<file path="src/hw/rtl/dhs_pkg.sv">
package dhs_pkg;

    localparam int MAX_DEGREE = 128;
    localparam int COUNT_BITS = 32;
    localparam int DEG_W      = 8;
    localparam int BIN_N      = MAX_DEGREE + 1;
    localparam int BIN_AW     = $clog2(BIN_N);
    localparam int T_W        = COUNT_BITS + BIN_AW;
    localparam int S_W        = COUNT_BITS + 2 * BIN_AW;
    localparam int PRD_W      = 2 * S_W;
    localparam int VAL_W      = 40;
    localparam int NUM_PCT    = 9;
    localparam int PCT_W      = 7;
    localparam int THR_W      = COUNT_BITS + PCT_W;
    localparam int KIND_W     = 3;
    localparam int SLOT_W     = 4;
    localparam int FIFO_DEPTH = 4;
    localparam int FIFO_AW    = $clog2(FIFO_DEPTH);
    localparam int NUM_RES    = 4 + NUM_PCT;

    localparam logic [KIND_W-1:0] KIND_COUNT = 3'd0;
    localparam logic [KIND_W-1:0] KIND_TOTAL = 3'd1;
    localparam logic [KIND_W-1:0] KIND_MEAN  = 3'd2;
    localparam logic [KIND_W-1:0] KIND_SD    = 3'd3;
    localparam logic [KIND_W-1:0] KIND_PCT   = 3'd4;

    localparam logic [PCT_W-1:0] PCT_DIV = 7'd100;

    function automatic logic [PCT_W-1:0] pct_of(input logic [SLOT_W-1:0] slot);
        logic [PCT_W-1:0] p;
        case (slot)
            4'd0:    p = 7'd1;
            4'd1:    p = 7'd5;
            4'd2:    p = 7'd10;
            4'd3:    p = 7'd25;
            4'd4:    p = 7'd50;
            4'd5:    p = 7'd75;
            4'd6:    p = 7'd90;
            4'd7:    p = 7'd95;
            4'd8:    p = 7'd99;
            default: p = 7'd0;
        endcase
        return p;
    endfunction

    // Clamp a wide value to the result field.
    function automatic logic [VAL_W-1:0] sat_val(input logic [PRD_W-1:0] v);
        logic [VAL_W-1:0] r;
        if (v > PRD_W'({VAL_W{1'b1}})) begin
            r = '1;
        end else begin
            r = v[VAL_W-1:0];
        end
        return r;
    endfunction

    typedef struct packed {
        logic              vld;
        logic [BIN_AW-1:0] bin;
        logic              last;
    } t_node;

    typedef struct packed {
        logic  avail;
        t_node node;
    } t_fq;

    typedef struct packed {
        logic                  start;
        logic [COUNT_BITS-1:0] n;
        logic [T_W-1:0]        t;
        logic [S_W-1:0]        s;
    } t_math_req;

    typedef struct packed {
        logic             done;
        logic [VAL_W-1:0] mean;
        logic [VAL_W-1:0] sd;
    } t_math_rsp;

endpackage

</file>
<file path="src/hw/rtl/dhs_if.sv">
interface dhs_node_if;
    logic                       valid;
    logic                       ready;
    logic                       node_counts;
    logic [dhs_pkg::DEG_W-1:0]  degree;
    logic                       last_node;

    modport source(output valid, output node_counts, output degree, output last_node,
                   input ready);
    modport sink(input valid, input node_counts, input degree, input last_node,
                 output ready);
endinterface


</file>
<file path="src/hw/rtl/dhs_front.sv">
module dhs_front (
    input  logic         i_clk,
    input  logic         i_rst_n,
    dhs_node_if.sink     i_node,
    input  logic         i_block,
    input  logic         i_pop,
    output dhs_pkg::t_fq o_fq
);

    localparam int DW = dhs_pkg::BIN_AW + dhs_pkg::DEG_W;

    dhs_pkg::t_node r_q [0:dhs_pkg::FIFO_DEPTH-1];
    logic [dhs_pkg::FIFO_AW:0] r_wp;
    logic [dhs_pkg::FIFO_AW:0] r_rp;

    logic           full;
    logic           empty;
    logic           push;
    logic [DW-1:0]  deg_wide;
    dhs_pkg::t_node node_in;

    assign empty = (r_wp == r_rp);
    assign full  = (r_wp[dhs_pkg::FIFO_AW-1:0] == r_rp[dhs_pkg::FIFO_AW-1:0]) &&
                   (r_wp[dhs_pkg::FIFO_AW] != r_rp[dhs_pkg::FIFO_AW]);

    assign i_node.ready = !full && !i_block;
    assign push         = i_node.valid && i_node.ready;

    // Degrees beyond the top bin land in the top bin.
    assign deg_wide = DW'(i_node.degree);
    always_comb begin
        node_in.vld  = i_node.node_counts;
        node_in.last = i_node.last_node;
        if (deg_wide > DW'(dhs_pkg::MAX_DEGREE)) begin
            node_in.bin = dhs_pkg::BIN_AW'(dhs_pkg::MAX_DEGREE);
        end else begin
            node_in.bin = deg_wide[dhs_pkg::BIN_AW-1:0];
        end
    end

    always_ff @(posedge i_clk) begin
        if (push) begin
            r_q[r_wp[dhs_pkg::FIFO_AW-1:0]] <= node_in;
        end
    end

    always_ff @(posedge i_clk) begin
        if (!i_rst_n) begin
            r_wp <= '0;
            r_rp <= '0;
        end else begin
            if (push) begin
                r_wp <= r_wp + 1'b1;
            end
            if (i_pop && !empty) begin
                r_rp <= r_rp + 1'b1;
            end
        end
    end

    assign o_fq.avail = !empty;
    assign o_fq.node  = r_q[r_rp[dhs_pkg::FIFO_AW-1:0]];

endmodule

</file>
<file path="src/flat_wrapper.sv">
// flat-port wrapper written by rule: the top's interface ports become plain ports
module dhs_front_flat 
  (i_clk, i_rst_n, i_block, i_pop, o_fq, i_node_valid, i_node_node_counts, i_node_degree, i_node_last_node, i_node_ready);
  dhs_node_if i_node_i ();
  input  logic i_clk;
  input  logic i_rst_n;
  input  logic i_block;
  input  logic i_pop;
  output dhs_pkg::t_fq o_fq;
  input wire logic [$bits(i_node_i.valid)-1:0] i_node_valid;
  input wire logic [$bits(i_node_i.node_counts)-1:0] i_node_node_counts;
  input wire logic [$bits(i_node_i.degree)-1:0] i_node_degree;
  input wire logic [$bits(i_node_i.last_node)-1:0] i_node_last_node;
  output wire logic [$bits(i_node_i.ready)-1:0] i_node_ready;
  assign i_node_i.valid = i_node_valid;
  assign i_node_i.node_counts = i_node_node_counts;
  assign i_node_i.degree = i_node_degree;
  assign i_node_i.last_node = i_node_last_node;
  assign i_node_ready = i_node_i.ready;
  dhs_front u_core (.i_clk(i_clk), .i_rst_n(i_rst_n), .i_node(i_node_i), .i_block(i_block), .i_pop(i_pop), .o_fq(o_fq));
endmodule
</file>
<file path="config.mk">
export PLATFORM = sky130hd
export DESIGN_NAME = dhs_front_flat
export DESIGN_NICKNAME = d
export VERILOG_FILES = /design/src/hw/rtl/dhs_pkg.sv /design/src/hw/rtl/dhs_if.sv /design/src/hw/rtl/dhs_front.sv /design/src/flat_wrapper.sv
export SDC_FILE = /design/constraint.sdc
export NUM_CORES = 1
export LEC_CHECK = 0
export ABC_CLOCK_PERIOD_IN_PS = 3300
export BUFFER_PORTS_ARGS = -buffer_cell sky130_fd_sc_hd__buf_2
export CORE_UTILIZATION = 44
export CTS_CLUSTER_SIZE = 10
export DETAILED_ROUTE_END_ITERATION = 10
export PLACE_DENSITY_LB_ADDON = 0.08
export SKIP_CTS_REPAIR_TIMING = 1
export SLEW_MARGIN = 10
export SYNTH_ARGS = -nofsm -noshare
export SYNTH_HDL_FRONTEND = slang
export SYNTH_SLANG_ARGS = --single-unit
</file>
<file path="constraint.sdc">
create_clock -name i_clk -period 3.3 [get_ports i_clk]
set_clock_uncertainty 0.1 [all_clocks]
set_input_delay 0.99 -clock i_clk [delete_from_list [all_inputs] [get_ports i_clk]]
set_output_delay 0.99 -clock i_clk [all_outputs]
set_load 0.05 [all_outputs]
</file>
# Word level (Yosys, flattened, before mapping)
# Memories as Yosys holds them, arrays and structs flattened. A register that Yosys moved wholly into a read port is not among the register bits.
# Cells that the tools add are included.
[classes]
magnitude_cmp = 1
mux = 5
n_eq_ne = 3
add_sub_neg = 2
reduce_logical = 7
[op_table]
columns = ["operator", "count"]
rows = [
  ["8-bit > comparator (second input constant)", 1],
  ["8-bit two-way mux", 1],
  ["3-bit by 1-bit adder with 3-bit output (second input constant)", 2],
  ["1-bit logical AND", 4],
  ["2-bit two-way mux", 2],
  ["3-bit equality test", 1],
  ["1-bit logical NOT", 3],
  ["2-bit equality test", 1],
  ["1-bit two-way mux", 2],
  ["1-bit inequality test", 1],
]
[totals]
out_inout_bits = 12
input_bits = 15
mem_count = 1
ramBits = 40
wordCells = 21
reg_bits = 6
[mem_list]
columns = ["name", "depth", "word_bits", "read_ports", "rd_ports_with_merged_regs", "write_ports", "line_no", "text"]
rows = [
  ["u_core.r_q", 4, 10, 1, 1, 1, "dhs_front.sv:12", "dhs_pkg::t_node r_q [0:dhs_pkg::FIFO_DEPTH-1];"],
]

# Longest topological paths before layout
[depth]
ltp_word = 7
mapped_depth = 5
depth_no_buf = 5

# Worst setup path before layout
# Ideal clock, no wire load.
[synth_timing]
kind = "input port to output port"
start = "in i_block"
end = "out i_node_ready"
required_time_ns = 2.210
path_slack_ns = 0.460
arrival_ns = 1.750
n_path_buf = 0
stages = 1
path_cell_list = "a21oi_1"
[synth_via]
elab_chain_cells = 2
[synth_lines]
columns = ["item", "line_no", "text"]
rows = [
  ["start, declared", "flat_wrapper.sv:7", "input logic i_block;"],
  ["1-bit logical NOT", "dhs_front.sv:26", "assign i_node.ready = !full && !i_block;"],
  ["1-bit logical AND", "dhs_front.sv:26", ""],
  ["end, declared", "flat_wrapper.sv:14", "output wire logic [$bits(i_node_i.ready)-1:0] i_node_ready;"],
]
# Every way passes these cells.

# Worst setup path after layout
[layout_timing]
start = "reg u_core.r_wp[1] (netlist name)"
end = "out i_node_ready"
[layout_via]
elab_chain_cells = 4
[layout_lines]
columns = ["item", "line_no", "text"]
rows = [
  ["start, declared", "dhs_front.sv:13", "logic [dhs_pkg::FIFO_AW:0] r_wp;"],
  ["start signal, assigned", "dhs_front.sv:53", "r_wp <= r_wp + 1'b1;"],
  ["2-bit equality test", "dhs_front.sv:23", "assign full = (r_wp[dhs_pkg::FIFO_AW-1:0] == r_rp[dhs_pkg::FIFO_AW-1:0]) &&"],
  ["1-bit logical AND", "dhs_front.sv:23", ""],
  ["1-bit logical NOT", "dhs_front.sv:26", ""],
  ["1-bit logical AND", "dhs_front.sv:26", ""],
]
# Every way passes these cells.

==> impl_metrics.env <==
export IMPL_outcome="finished, final reports clean"
export IMPL_synth_edf_count=40
export IMPL_grt_start_max_net_pins=17
export IMPL_clkTransAtPathRegs_ps=100
export IMPL_rows=24
export IMPL_dpl_cell_count=206
export IMPL_grt_usage=0.164
export IMPL_first_pass_iters=6
export IMPL_ff2ff_path_depth=3
export IMPL_die_x_um=70.9
export IMPL_finalCritPeriodShare=0.863
export IMPL_grt_busiest_layer="met2"
export IMPL_async_flop_share=0
export IMPL_area_delta_synth_final_pct=14.5
export IMPL_cp_required_ps=2210
export IMPL_grtUsageMet3=0.0299
export IMPL_grt_overflow=0
export IMPL_p_per_area_mw_per_mm2=708
export IMPL_fmax_mhz=351
export IMPL_yosys_register_bits=48
export IMPL_clock_root_buffer="clkbuf_8"
export IMPL_drv_cap=0
export IMPL_synthFlopType="edfxtp_1"
export IMPL_syn_area_per_cell_um2=16.1
export IMPL_leakage_nw=0.856
export IMPL_rr_startpoint="u_core.r_wp[0]"
export IMPL_slew_headroom=0.630
export IMPL_antenna_cells=0
export IMPL_start_kind="flip-flop"
export IMPL_grt_pass1_vias=1289
export IMPL_wl_per_cell_um=17.6
export IMPL_place_area_mm2=0.00228
export IMPL_slew_viol_final=0
export IMPL_crit_chain="xor2_1 > nor2_1 > a21oi_1 > buf_2"
export IMPL_synth_cells=130
export IMPL_coreArea_mm2=0.00447
export IMPL_cp_max_fo=7
export IMPL_drc=0
export IMPL_cts_max_path_buffers=2
export IMPL_dr_first_iter_drc_count=56
export IMPL_dr_total_vias=1207
export IMPL_grt_setup_unrepaired="no"
export IMPL_yosysWarnings=0
export IMPL_fin_nets=181
export IMPL_worstPathArrival_ps=1760
export IMPL_h_tree_depth=2
export IMPL_io_buffers=26
export IMPL_max_vdd_ir_drop_mv=0.387
export IMPL_r2r_end="u_core.r_q[2][3]"
export IMPL_viasPerCell=5.64
export IMPL_final_area_mm2=0.00239
export IMPL_gp_congestion=0.815
export IMPL_drive_gt1_frac=0.309
export IMPL_synth_cell_area_mm2=0.00209
export IMPL_yosysSeqAreaShare=0.651
export IMPL_cts_buffers=5
export IMPL_end_kind="primary output"
export IMPL_fp_dieH_um=70.9
export IMPL_hpwl_um=2530
export IMPL_holdPathEnd="u_core.r_wp[2]"
export IMPL_critPathKind="reg2out"
export IMPL_final_cells=214
export IMPL_report_final_hold_viol_count=0
export IMPL_antenna_found_initial=0
export IMPL_clock_latency_ps=300
export IMPL_worst_pin_slew_ps=554
export IMPL_total_power_mw=1.70
export IMPL_die_area_mm2=0.00503
export IMPL_cts_tree="built"
export IMPL_ant_nets=0
export IMPL_path_buf_inv=1
export IMPL_r2r_slack_ps=1360
export IMPL_fin_tns_setup_ps=0
export IMPL_wl_um=3770
export IMPL_yosys_cell_types_count=35
export IMPL_cts_sinks=48
export IMPL_setup_viol=0
export IMPL_grt_pass1_wl_um=6140
export IMPL_hold_path_class="reg2reg"
export IMPL_synth_nets=150
export IMPL_start_util=0.467
export IMPL_hold_start="u_core.r_wp[2]"
export IMPL_fin_crit_ps=2850
export IMPL_holdPathStages=2
export IMPL_io_pin_count=27
export IMPL_use_met2=0.301
export IMPL_crit_path_max_incr_delay_ps=470
export IMPL_use_met1=0.189
export IMPL_crit_family="flip-flops"
export IMPL_slowest_stage="dfxtp_1"
synthesized netlist by cell type (2+ instances only):
library cell  count  area [um2]
o211ai_1          4        30.0
and3b_1           3        26.3
o2111ai_1         2        17.5
clkbuf_1          2        7.51
xnor2_1           3        26.3
a21oi_1           2        10.0
a32oi_1           2        17.5
nand3_1           5        25.0
nand2_1           4        15.0
o21ai_0           4        20.0
inv_1             4        15.0
nand4_1           2        12.5
and2_1            4        25.0
edfxtp_1         40        1200
nor2_1            2        7.51
nor2b_1           7        43.8
mux4_2           10         225
dfxtp_1           8         160
ha_1              5        62.6
xor2_2            2        32.5
logic make-up (layout without fill, tap and decap cells):
| group | Yosys count | in the layout | share of synthesized area |
|---|---|---|---|
| mux | 10 | 10 | 0.108 |
| xor+xnor | 6 | 6 | 0.0323 |
| flops | 48 | 48 | 0.651 |
| simple gates | 34 | 34 | 0.101 |
| compound gates | 19 | 19 | 0.0634 |
| fa+ha+maj | 5 | 5 | 0.0299 |
| buf+inv | 8 | 40 | 0.0150 |
worst min-delay path: stages, from the launching register on:
cell,delay (ps)
dfxtp_1,390
nand2_1,80
o2111ai_1,90
layer usage:
metal	wire, um	vias up	share of wire
li1	-	575	-
met1	1590	589	0.42
met2	1970	37	0.52
met3	148	6	0.039
met4	59	0	0.016
met5	0	-	0
where the power goes:
| group | switching [mW] | internal (mW) |
|---|---|---|
| Sequential | 0.0503 | 0.705 |
| Clock | 0.201 | 0.199 |
| Combinational | 0.375 | 0.165 |
cell usage in the layout (no fill, tap or decap), types with 2 or more instances in the layout:
cell type and instances:
clkbuf_8 5, and2_1 4, a32oi_1 2, nor2b_1 7
nor2_1 2, nand4_1 2, xor2_2 2, o21ai_0 4
nand2_1 4, mux4_2 10, buf_2 26, edfxtp_1 40
xnor2_1 3, buf_4 2, o211ai_1 4, inv_1 4
ha_1 5, dfxtp_1 8, nand3_1 5, o2111ai_1 2
a21oi_1 2, and3b_1 3
stage by stage:
| stage | utilization | setup WS (ps) | hold slack [ps] |
|---|---|---|---|
| after floorplan | - | 460 | 450 |
| after global placement | 0.511 | 732 | 496 |
| after detailed placement | 0.511 | 726 | 500 |
| after CTS | 0.535 | 474 | 515 |
| after global routing | 0.535 | 327 | 533 |
| final | 0.535 | 451 | 506 |
worst max-delay path by stage:
| stage | start | endpoint | slack, ps | cells past startpoint |
|---|---|---|---|---|
| 2_1_floorplan | i_block | i_node_ready | 460 | 1 |
| 3_3_place_gp | i_block | i_node_ready | 730 | 3 |
| 3_5_place_dp | i_block | i_node_ready | 730 | 3 |
| 4_1_cts | u_core.r_wp[1] | i_node_ready | 470 | 4 |
| 5_1_grt | u_core.r_wp[1] | i_node_ready | 330 | 4 |
| 6_report | u_core.r_wp[1] | i_node_ready | 450 | 4 |
flip-flops by register name, indices dropped and copies added (netlist names), named ones only:
signal       cells
u_core.r_wp      3
u_core.r_q      40
u_core.r_rp      3
area by class of cell:
cell class / count / area, um2
sequential: 48 / 1360
tap: 52 / 65.1
timing repair buffer: 28 / 145
fill: 400 / 2080
inverter: 4 / 15.0
clock inverter: 2 / 15.0
multi-input combinational: 74 / 698
clock buffer: 6 / 93.8
Note: power is estimated with default switching activity, not from simulation.
