**src/hw/rtl/dhs_pkg.sv**
```systemverilog
package dhs_pkg;

    localparam int MAX_DEGREE = 128;
    localparam int COUNT_BITS = 32;
    localparam int DEG_W      = 8;
    localparam int BIN_N      = MAX_DEGREE + 1;
    localparam int BIN_AW     = $clog2(BIN_N);
    localparam int T_W        = COUNT_BITS + BIN_AW;
    localparam int S_W        = COUNT_BITS + 2 * BIN_AW;
    localparam int PRD_W      = 2 * S_W;
    localparam int VAL_W      = 40;
    localparam int NUM_PCT    = 9;
    localparam int PCT_W      = 7;
    localparam int THR_W      = COUNT_BITS + PCT_W;
    localparam int KIND_W     = 3;
    localparam int SLOT_W     = 4;
    localparam int FIFO_DEPTH = 4;
    localparam int FIFO_AW    = $clog2(FIFO_DEPTH);
    localparam int NUM_RES    = 4 + NUM_PCT;

    localparam logic [KIND_W-1:0] KIND_COUNT = 3'd0;
    localparam logic [KIND_W-1:0] KIND_TOTAL = 3'd1;
    localparam logic [KIND_W-1:0] KIND_MEAN  = 3'd2;
    localparam logic [KIND_W-1:0] KIND_SD    = 3'd3;
    localparam logic [KIND_W-1:0] KIND_PCT   = 3'd4;

    localparam logic [PCT_W-1:0] PCT_DIV = 7'd100;

    function automatic logic [PCT_W-1:0] pct_of(input logic [SLOT_W-1:0] slot);
        logic [PCT_W-1:0] p;
        case (slot)
            4'd0:    p = 7'd1;
            4'd1:    p = 7'd5;
            4'd2:    p = 7'd10;
            4'd3:    p = 7'd25;
            4'd4:    p = 7'd50;
            4'd5:    p = 7'd75;
            4'd6:    p = 7'd90;
            4'd7:    p = 7'd95;
            4'd8:    p = 7'd99;
            default: p = 7'd0;
        endcase
        return p;
    endfunction

    // Clamp a wide value to the result field.
    function automatic logic [VAL_W-1:0] sat_val(input logic [PRD_W-1:0] v);
        logic [VAL_W-1:0] r;
        if (v > PRD_W'({VAL_W{1'b1}})) begin
            r = '1;
        end else begin
            r = v[VAL_W-1:0];
        end
        return r;
    endfunction

    typedef struct packed {
        logic              vld;
        logic [BIN_AW-1:0] bin;
        logic              last;
    } t_node;

    typedef struct packed {
        logic  avail;
        t_node node;
    } t_fq;

    typedef struct packed {
        logic                  start;
        logic [COUNT_BITS-1:0] n;
        logic [T_W-1:0]        t;
        logic [S_W-1:0]        s;
    } t_math_req;

    typedef struct packed {
        logic             done;
        logic [VAL_W-1:0] mean;
        logic [VAL_W-1:0] sd;
    } t_math_rsp;

endpackage

```
**src/hw/rtl/dhs_math.sv**
```systemverilog
module dhs_math (
    input  logic               i_clk,
    input  logic               i_rst_n,
    input  dhs_pkg::t_math_req i_req,
    output dhs_pkg::t_math_rsp o_rsp
);

    localparam int SW  = dhs_pkg::S_W;
    localparam int PW  = dhs_pkg::PRD_W;
    localparam int CB  = dhs_pkg::COUNT_BITS;
    localparam int CW  = $clog2(SW);

    localparam logic [2:0] M_IDLE = 3'd0;
    localparam logic [2:0] M_MUL1 = 3'd1;
    localparam logic [2:0] M_MUL2 = 3'd2;
    localparam logic [2:0] M_SQRT = 3'd3;
    localparam logic [2:0] M_DIV1 = 3'd4;
    localparam logic [2:0] M_DIV2 = 3'd5;

    logic [2:0]              r_state;
    logic [CW-1:0]           r_cnt;
    logic [PW-1:0]           r_acc;
    logic [PW-1:0]           r_a;
    logic [SW-1:0]           r_mc;
    logic [SW-1:0]           r_mp;
    logic [SW+1:0]           r_rem;
    logic [SW-1:0]           r_root;
    logic [SW-1:0]           r_dvd;
    logic [SW-1:0]           r_q;
    logic [CB-1:0]           r_drem;
    logic [CB-1:0]           r_n;
    logic [dhs_pkg::T_W-1:0] r_t;
    logic [dhs_pkg::VAL_W-1:0] r_mean;
    logic [dhs_pkg::VAL_W-1:0] r_sd;
    logic                    r_done;

    logic          last_iter;
    logic [PW-1:0] acc_next;
    logic [PW-1:0] diff;
    logic [SW+1:0] sq_rem2;
    logic [SW+1:0] sq_trial;
    logic          sq_take;
    logic [CB:0]   dv_rem2;
    logic          dv_take;
    logic [SW-1:0] q_next;

    assign last_iter = (r_cnt == CW'(SW - 1));

    // Shift-add multiply, most significant multiplier bit first.
    assign acc_next = (r_acc << 1) + (r_mp[SW-1] ? PW'(r_mc) : '0);
    assign diff     = (r_a > acc_next) ? (r_a - acc_next) : '0;

    // Digit-by-digit square root, two radicand bits a step.
    assign sq_rem2  = {r_rem[SW-1:0], r_acc[PW-1 -: 2]};
    assign sq_trial = {r_root, 2'b01};
    assign sq_take  = (sq_rem2 >= sq_trial);

    // Restoring division, one quotient bit a step.
    assign dv_rem2 = {r_drem, r_dvd[SW-1]};
    assign dv_take = (dv_rem2 >= {1'b0, r_n});
    assign q_next  = {r_q[SW-2:0], dv_take};

    always_ff @(posedge i_clk) begin
        if (!i_rst_n) begin
            r_state <= M_IDLE;
            r_done  <= 1'b0;
            r_cnt   <= '0;
        end else begin
            r_done <= 1'b0;
            unique case (r_state) inside
                M_IDLE: begin
                    if (i_req.start) begin
                        r_n <= i_req.n;
                        r_t <= i_req.t;
                        if (i_req.n == '0) begin
                            r_mean <= '0;
                            r_sd   <= '0;
                            r_done <= 1'b1;
                        end else begin
                            r_mc    <= i_req.s;
                            r_mp    <= SW'(i_req.n);
                            r_acc   <= '0;
                            r_cnt   <= '0;
                            r_state <= M_MUL1;
                        end
                    end
                end
                M_MUL1: begin
                    r_acc <= acc_next;
                    r_mp  <= r_mp << 1;
                    r_cnt <= r_cnt + 1'b1;
                    if (last_iter) begin
                        r_a     <= acc_next;
                        r_mc    <= SW'(r_t);
                        r_mp    <= SW'(r_t);
                        r_acc   <= '0;
                        r_cnt   <= '0;
                        r_state <= M_MUL2;
                    end
                end
                M_MUL2: begin
                    r_acc <= acc_next;
                    r_mp  <= r_mp << 1;
                    r_cnt <= r_cnt + 1'b1;
                    if (last_iter) begin
                        r_acc   <= diff << 16;
                        r_rem   <= '0;
                        r_root  <= '0;
                        r_cnt   <= '0;
                        r_state <= M_SQRT;
                    end
                end
                M_SQRT: begin
                    r_acc <= r_acc << 2;
                    r_cnt <= r_cnt + 1'b1;
                    if (sq_take) begin
                        r_rem  <= sq_rem2 - sq_trial;
                        r_root <= {r_root[SW-2:0], 1'b1};
                    end else begin
                        r_rem  <= sq_rem2;
                        r_root <= {r_root[SW-2:0], 1'b0};
                    end
                    if (last_iter) begin
                        r_dvd   <= SW'({r_t, 8'd0});
                        r_drem  <= '0;
                        r_q     <= '0;
                        r_cnt   <= '0;
                        r_state <= M_DIV1;
                    end
                end
                M_DIV1, M_DIV2: begin
                    r_dvd  <= r_dvd << 1;
                    r_q    <= q_next;
                    r_cnt  <= r_cnt + 1'b1;
                    r_drem <= dv_take ? CB'(dv_rem2 - {1'b0, r_n}) : dv_rem2[CB-1:0];
                    if (last_iter) begin
                        r_drem <= '0;
                        r_q    <= '0;
                        r_cnt  <= '0;
                        if (r_state == M_DIV1) begin
                            r_mean  <= dhs_pkg::sat_val(PW'(q_next));
                            r_dvd   <= r_root;
                            r_state <= M_DIV2;
                        end else begin
                            r_sd    <= dhs_pkg::sat_val(PW'(q_next));
                            r_done  <= 1'b1;
                            r_state <= M_IDLE;
                        end
                    end
                end
                default: begin
                    r_state <= M_IDLE;
                end
            endcase
        end
    end

    assign o_rsp.done = r_done;
    assign o_rsp.mean = r_mean;
    assign o_rsp.sd   = r_sd;

endmodule

```
**config.mk**
```make
export PLATFORM = sky130hd
export DESIGN_NAME = dhs_math
export DESIGN_NICKNAME = d
export VERILOG_FILES = /design/src/hw/rtl/dhs_pkg.sv /design/src/hw/rtl/dhs_math.sv
export SDC_FILE = /design/constraint.sdc
export NUM_CORES = 2
export LEC_CHECK = 0
export BUFFER_PORTS_ARGS = -buffer_cell sky130_fd_sc_hd__buf_2
export CAP_MARGIN = 30
export CORE_ASPECT_RATIO = 0.9
export CORE_UTILIZATION = 45
export CTS_CLUSTER_SIZE = 12
export DETAILED_ROUTE_END_ITERATION = 10
export PLACE_DENSITY = 0.73
export RECOVER_POWER = 50
export SKIP_CTS_REPAIR_TIMING = 1
export SLEW_MARGIN = 10
export SYNTH_ARGS = -nofsm -noshare
export SYNTH_HDL_FRONTEND = slang
export SYNTH_SLANG_ARGS = --single-unit
```
**constraint.sdc**
```tcl
create_clock -name i_clk -period 9 [get_ports i_clk]
set_clock_uncertainty 0.1 [all_clocks]
set_input_delay 0.9 -clock i_clk [delete_from_list [all_inputs] [get_ports i_clk]]
set_output_delay 0.9 -clock i_clk [all_outputs]
set_load 0.02 [all_outputs]
```
# Yosys cells after proc, flatten, opt, wreduce, memory -nomap -nowiden
# Cells that the tools add are included.
[word_totals]
register_bits = 673
out_inout_bits = 81
elab_cells = 119
[classes]
addsub = 5
order_cmp = 4
n_eq_ne = 15
mux = 57
n_reduce_logical = 22
[ops]
columns = ["operator", "count"]
rows = [
  ["two-way mux 48 bit", 13],
  ["two-way mux 96 bit", 4],
  ["one-hot mux 48 bit (2 select lines)", 4],
  ["one-hot mux 96 bit (4 select lines)", 1],
  ["two-way mux 40 bit", 7],
  ["one-hot mux 40 bit (2 select lines)", 2],
  ["one-hot mux 48 bit (3 select lines)", 1],
  ["adder 96 x 48 -> 96 bit", 1],
  ["> comparator 96 bit", 1],
  ["two-way mux 32 bit", 3],
  ["one-hot mux 47 bit (2 select lines)", 1],
  ["two-way mux 80 bit", 1],
  ["subtractor 80 bit", 1],
  ["one-hot mux 32 bit (2 select lines)", 1],
  [">= comparator 50 bit", 1],
  ["> comparator 48 x 40 -> 1 bit (second input constant)", 1],
  ["subtractor 48 bit", 1],
  ["two-way mux 47 bit", 1],
  [">= comparator 33 x 32 -> 1 bit", 1],
  ["logical NOT 32 bit", 1],
  ["subtractor 32 bit", 1],
  ["two-way mux 3 bit", 7],
  ["two-way mux 6 bit", 3],
  ["AND reduction 6 bit", 3],
  ["20 further kinds", 42],
]

# Logic depth before layout (Yosys ltp)
[depth]
word_depth = 6
mapped_depth = 30
mapped_depth_nobuf = 26

# Worst setup path after synthesis
# OpenSTA, ideal clock, no wires.
[synth_timing]
path_kind = "reg2reg"
startpoint = "register r_mp[47]"
endpoint = "register r_acc[88] (data pin)"
setup_ns = 0.275
t_arrival_ns = 5.869
required_ns = 8.625
path_slack_ns = 2.756
path_stages_with_launch = 30
path_buffers = 4
path_cell_list = "edfxtp_1 > clkbuf_1 > and2_1 > ha_1 > fa_1 > a21o_1 > a21oi_1 > o21ai_0 > a221oi_1 > nor3_1 > o21ai_1 > a21o_1 > a21o_1 > buf_2 > nor2_1 > xnor2_1 > ha_1 > clkbuf_1 > a21oi_1 > nor2_1 > or2_1 > a211o_1 > a21oi_1 > o21a_1 > o211ai_1 > o21ai_1 > buf_2 > a21oi_1 > a2111oi_0 > o21ai_0"
[synth_via]
elab_chain_len = 6
elab_cells_between_ends = 8
classes_between = "2 x add/sub; 1 x order compare; 5 x mux"
[synth_rtl]
columns = ["element", "line_no", "rtl"]
rows = [
  ["start, declared", "dhs_math.sv:25", "logic [SW-1:0] r_mp;"],
  ["start signal, assigned", "dhs_math.sv:81", "r_mp <= SW'(i_req.n);"],
  ["start signal, assigned", "dhs_math.sv:90", "r_mp <= r_mp << 1;"],
  ["start signal, assigned", "dhs_math.sv:95", "r_mp <= SW'(r_t);"],
  ["two-way mux 48 bit *", "dhs_math.sv:50", "assign acc_next = (r_acc << 1) + (r_mp[SW-1] ? PW'(r_mc) : '0);"],
  ["adder 96 x 48 -> 96 bit *", "dhs_math.sv:50", ""],
  ["subtractor 80 bit / > comparator 96 bit (equally long branches)", "dhs_math.sv:51", "assign diff = (r_a > acc_next) ? (r_a - acc_next) : '0;"],
  ["two-way mux 80 bit", "dhs_math.sv:51", ""],
  ["two-way mux 96 bit", "dhs_math.sv:105", "if (last_iter) begin"],
  ["one-hot mux 96 bit (4 select lines) *", "dhs_math.sv:70", "unique case (r_state) inside"],
  ["end signal, assigned", "dhs_math.sv:102", "r_acc <= acc_next;"],
  ["end signal, assigned", "dhs_math.sv:106", "r_acc <= diff << 16;"],
  ["end signal, assigned", "dhs_math.sv:114", "r_acc <= r_acc << 2;"],
  ["end, declared", "dhs_math.sv:22", "logic [PW-1:0] r_acc;"],
]
# Every way passes the cells marked *; elsewhere a longest branch is shown, timed or not.
# A chain may end at the register's enable or synchronous reset.

# Final worst setup path
# Ends and elaborated chain as after synthesis.

==> out/qor.yml <==
drt_wl_total_um: 110400
end_kind: "register"
hold_viol_final: 0
cpMostUsedCell: "a21o_1"
synthDistinctLibCells: 91
violations: "max-capacitance violations, max-slew violations"
synth_top_flop_cell: "edfxtp_1"
insertion_delay_ps: 660
drc: 0
cts.clk_slew.worst_paths_ps: 60
async_reset_ff_frac: 0
rsz0062_at_grt: "no"
synth-seq-cells: 673
vias_per_cell: 5.927
cp_slowest_cell: "o21ai_4"
grt_pass1_wl_um: 169200
relSlewSlack: -1.525
gr-total-overflow: 0
syn_avg_cell_area_um2: 10.55
worst_pin_slew_ps: 3787
grt_antenna_before_repair: 5
yosysWarnings: 0
start_kind: "register"
wire_per_inst_um: 21.37
timing.fmax_mhz: 125.2
fin_tns_setup_ps: 0
drv_cap: 15
fp.dieH_um: 285.5
fin_crit_ps: 7986
rows: 103
outcome: "finished, violations left"
path_class: "register to register"
drive_gt1_frac: 0.07339
timing.final.ws_setup_ps: 1014
syn_area_mm2: 0.04019
nets: 4304
netlist.area_leader.share: 0.4954
htree_levels: 3
start_util: 0.4559
place_ws_ps: 1093
power_leakage_nw: 17.58
place_hpwl_um: 80590
arrival_ps: 8260
min_path_type: "primary input to register"
path_cells: "and2_0 -> ha_1 -> fa_1 -> a21o_1 -> a21oi_1 -> o21ai_0 -> a221oi_1 -> nor3_1 -> o21ai_1 -> a21o_1 -> a21o_1 -> nor4_1 -> xnor2_1 -> ha_1 -> a21o_1 -> or2_1 -> a211o_1 -> a21oi_1 -> o21a_1 -> o211ai_1 -> o21ai_4 -> a2111oi_0 -> a2111oi_0 -> o21ai_0"
grtUsageTotal: 0.2393
ir_worst_vdd_uv: 188.9
vias: 30620
power.density_mw_per_mm2: 269.8
setup_violations: 0
critical-path-max-stage-delay_ps: 650
cts-root-buf: "clkbuf_16"
post-synth-top-area-cell: "edfxtp_1"
grt_pass1_vias: 28790
area_growth_pct: 10.91
drt_iter0_markers: 3297
port_buffers: 203
synth_cells: 3809
tritoncts: "done"
critPathMaxFanout: 21
gp_congestion: 0.9713
timing.final.crit_share: 0.8874
dieWidth_um: 317.0
dieArea_mm2: 0.09051
cts.sinks: 673
syn-num-nets: 4161
synth_edf_count: 663
synth_seq_area_share: 0.5003
antenna_left: 0
numCtsBuffers: 77
required_ps: 9270
ios: 204
grt_start_max_net_pins: 81
clk_path_buf_depth: 3
finalMaxSlewViolations: 666
dr.pass1.iters: 7
core_mm2: 0.08815
synth_area_leaders: "edfxtp_1 (50%), ha_1 (7.0%), xnor2_1 (3.1%)"
[state kept, by name, indices dropped and copies added, names as in the netlist]
signal	cells
r_t	40
r_acc	96
r_mp	48
r_root	48
r_mean	40
r_n	32
r_dvd	48
r_state	3
r_q	47
r_a	96
r_drem	32
r_cnt	6
r_sd	40
r_mc	48
r_rem	48
r_done	1
[per-stage QoR]
stage	power [mW]	instances	instance area, um^2	hold slack, ps	util
after global placement	8.858	5024	42360	385.4	0.4806
after global routing	12.56	5161	44560	302.8	0.5055
after CTS	11.99	5158	44820	281.4	0.5085
final	12.02	5166	44570	328.6	0.5057
after floorplan	7.421	3809	40190	365.8	-
after detailed placement	8.863	5025	42380	397.7	0.4808
[layout make-up]
class,count,area [um^2]
Antenna cell,5,12.51
Clock buffer,96,2039
Clock inverter,37,399.1
Fill cell,8027,43580
Inverter,270,1015
Multi-Input combinational cell,2690,18430
Sequential cell,673,20110
Tap cell,1155,1445
Timing Repair Buffer,240,1126
[cells in the mapped netlist (19+ instances only)]
master    instances
nor4_1           28
inv_1           264
xor2_1           93
mux2_2           40
a21o_1          135
a31oi_1          22
ha_1            226
and3_1           80
mux2i_1          96
o21ai_1          49
a22oi_1          47
edfxtp_1        663
a211oi_1         24
o21ai_0         180
a222oi_1         31
and2_1           77
clkbuf_1        149
nand4_1          73
nand2_1         271
nor2b_1          36
nor2_1          324
o211ai_1         19
nand2b_1         22
o21a_1           38
xnor2_1         142
nor3_1           48
a21oi_1         241
o21bai_1         41
nand3_1          66
[worst max-delay path, delay by kind of cell, from the launching register on]
| kind | cells | cell delay (ps) |
|---|---|---|
| AND/OR/NAND/NOR | 4 | 740 |
| flip-flops | 1 | 490 |
| AO/OA/AOI/OAI | 16 | 4940 |
| XOR/XNOR | 1 | 370 |
| adder cells (fa/ha/maj) | 3 | 1050 |
[power breakdown]
group | leakage, nW | switching, mW | internal, mW
Combinational | 10.1 | 3.10 | 1.62
Sequential | 6.34 | 0.245 | 3.96
Clock | 1.18 | 1.32 | 1.79
[routing by layer]
metal | wire length, um | track usage | share of wire
met1 | 49510 | 0.3496 | 0.45
met2 | 49180 | 0.3663 | 0.45
met4 | 3009 | 0.06983 | 0.027
met5 | 28 | 0 | 0.00025
met3 | 8670 | 0.03647 | 0.079
[final timing paths]
kind | cells past startpoint | end | slack, ps | from
worst max-delay path | 24 | r_acc[88] | 1010 | r_mp[47]
worst min-delay path | 1 | r_t[38] | 330 | i_req[86]
worst max register to register | 24 | r_acc[88] | 1010 | r_mp[47]
worst min register to register | 1 | r_mp[47] | 390 | r_mp[46]
[logic make-up after synthesis]
family / after synthesis / share of synthesized area
adders and majority gates: 229 / 0.07185
DFF: 673 / 0.5003
muxes: 136 / 0.03512
buffers and inverters: 446 / 0.04262
AOI/OAI and AO/OA: 995 / 0.1669
and+or+nand+nor: 1094 / 0.1316
xor gates and xnor gates: 236 / 0.05162
[layout by cell type, fill, tap and decap left out, types with 17 or more instances in the layout]
cell type / n
buf_4: 19
nand4_1: 73
a211oi_1: 24
nor4_1: 28
buf_2: 87
xor2_1: 93
a21o_1: 135
ha_1: 226
mux2i_1: 96
mux2_1: 28
o21ai_0: 180
and2_1: 66
nand2_1: 269
nand3_1: 66
nor2b_1: 36
and3_1: 79
o221ai_1: 17
a22oi_1: 47
a22o_1: 18
a222oi_1: 31
a21oi_1: 240
nand2b_1: 22
xnor2_1: 142
clkbuf_1: 146
inv_1: 263
o21a_1: 38
nor3_1: 48
edfxtp_1: 663
o211ai_1: 19
o21bai_1: 41
clkbuf_16: 78
o21ai_1: 47
a31oi_1: 22
nor2_1: 322
Note: power is estimated with default switching activity, not from simulation.
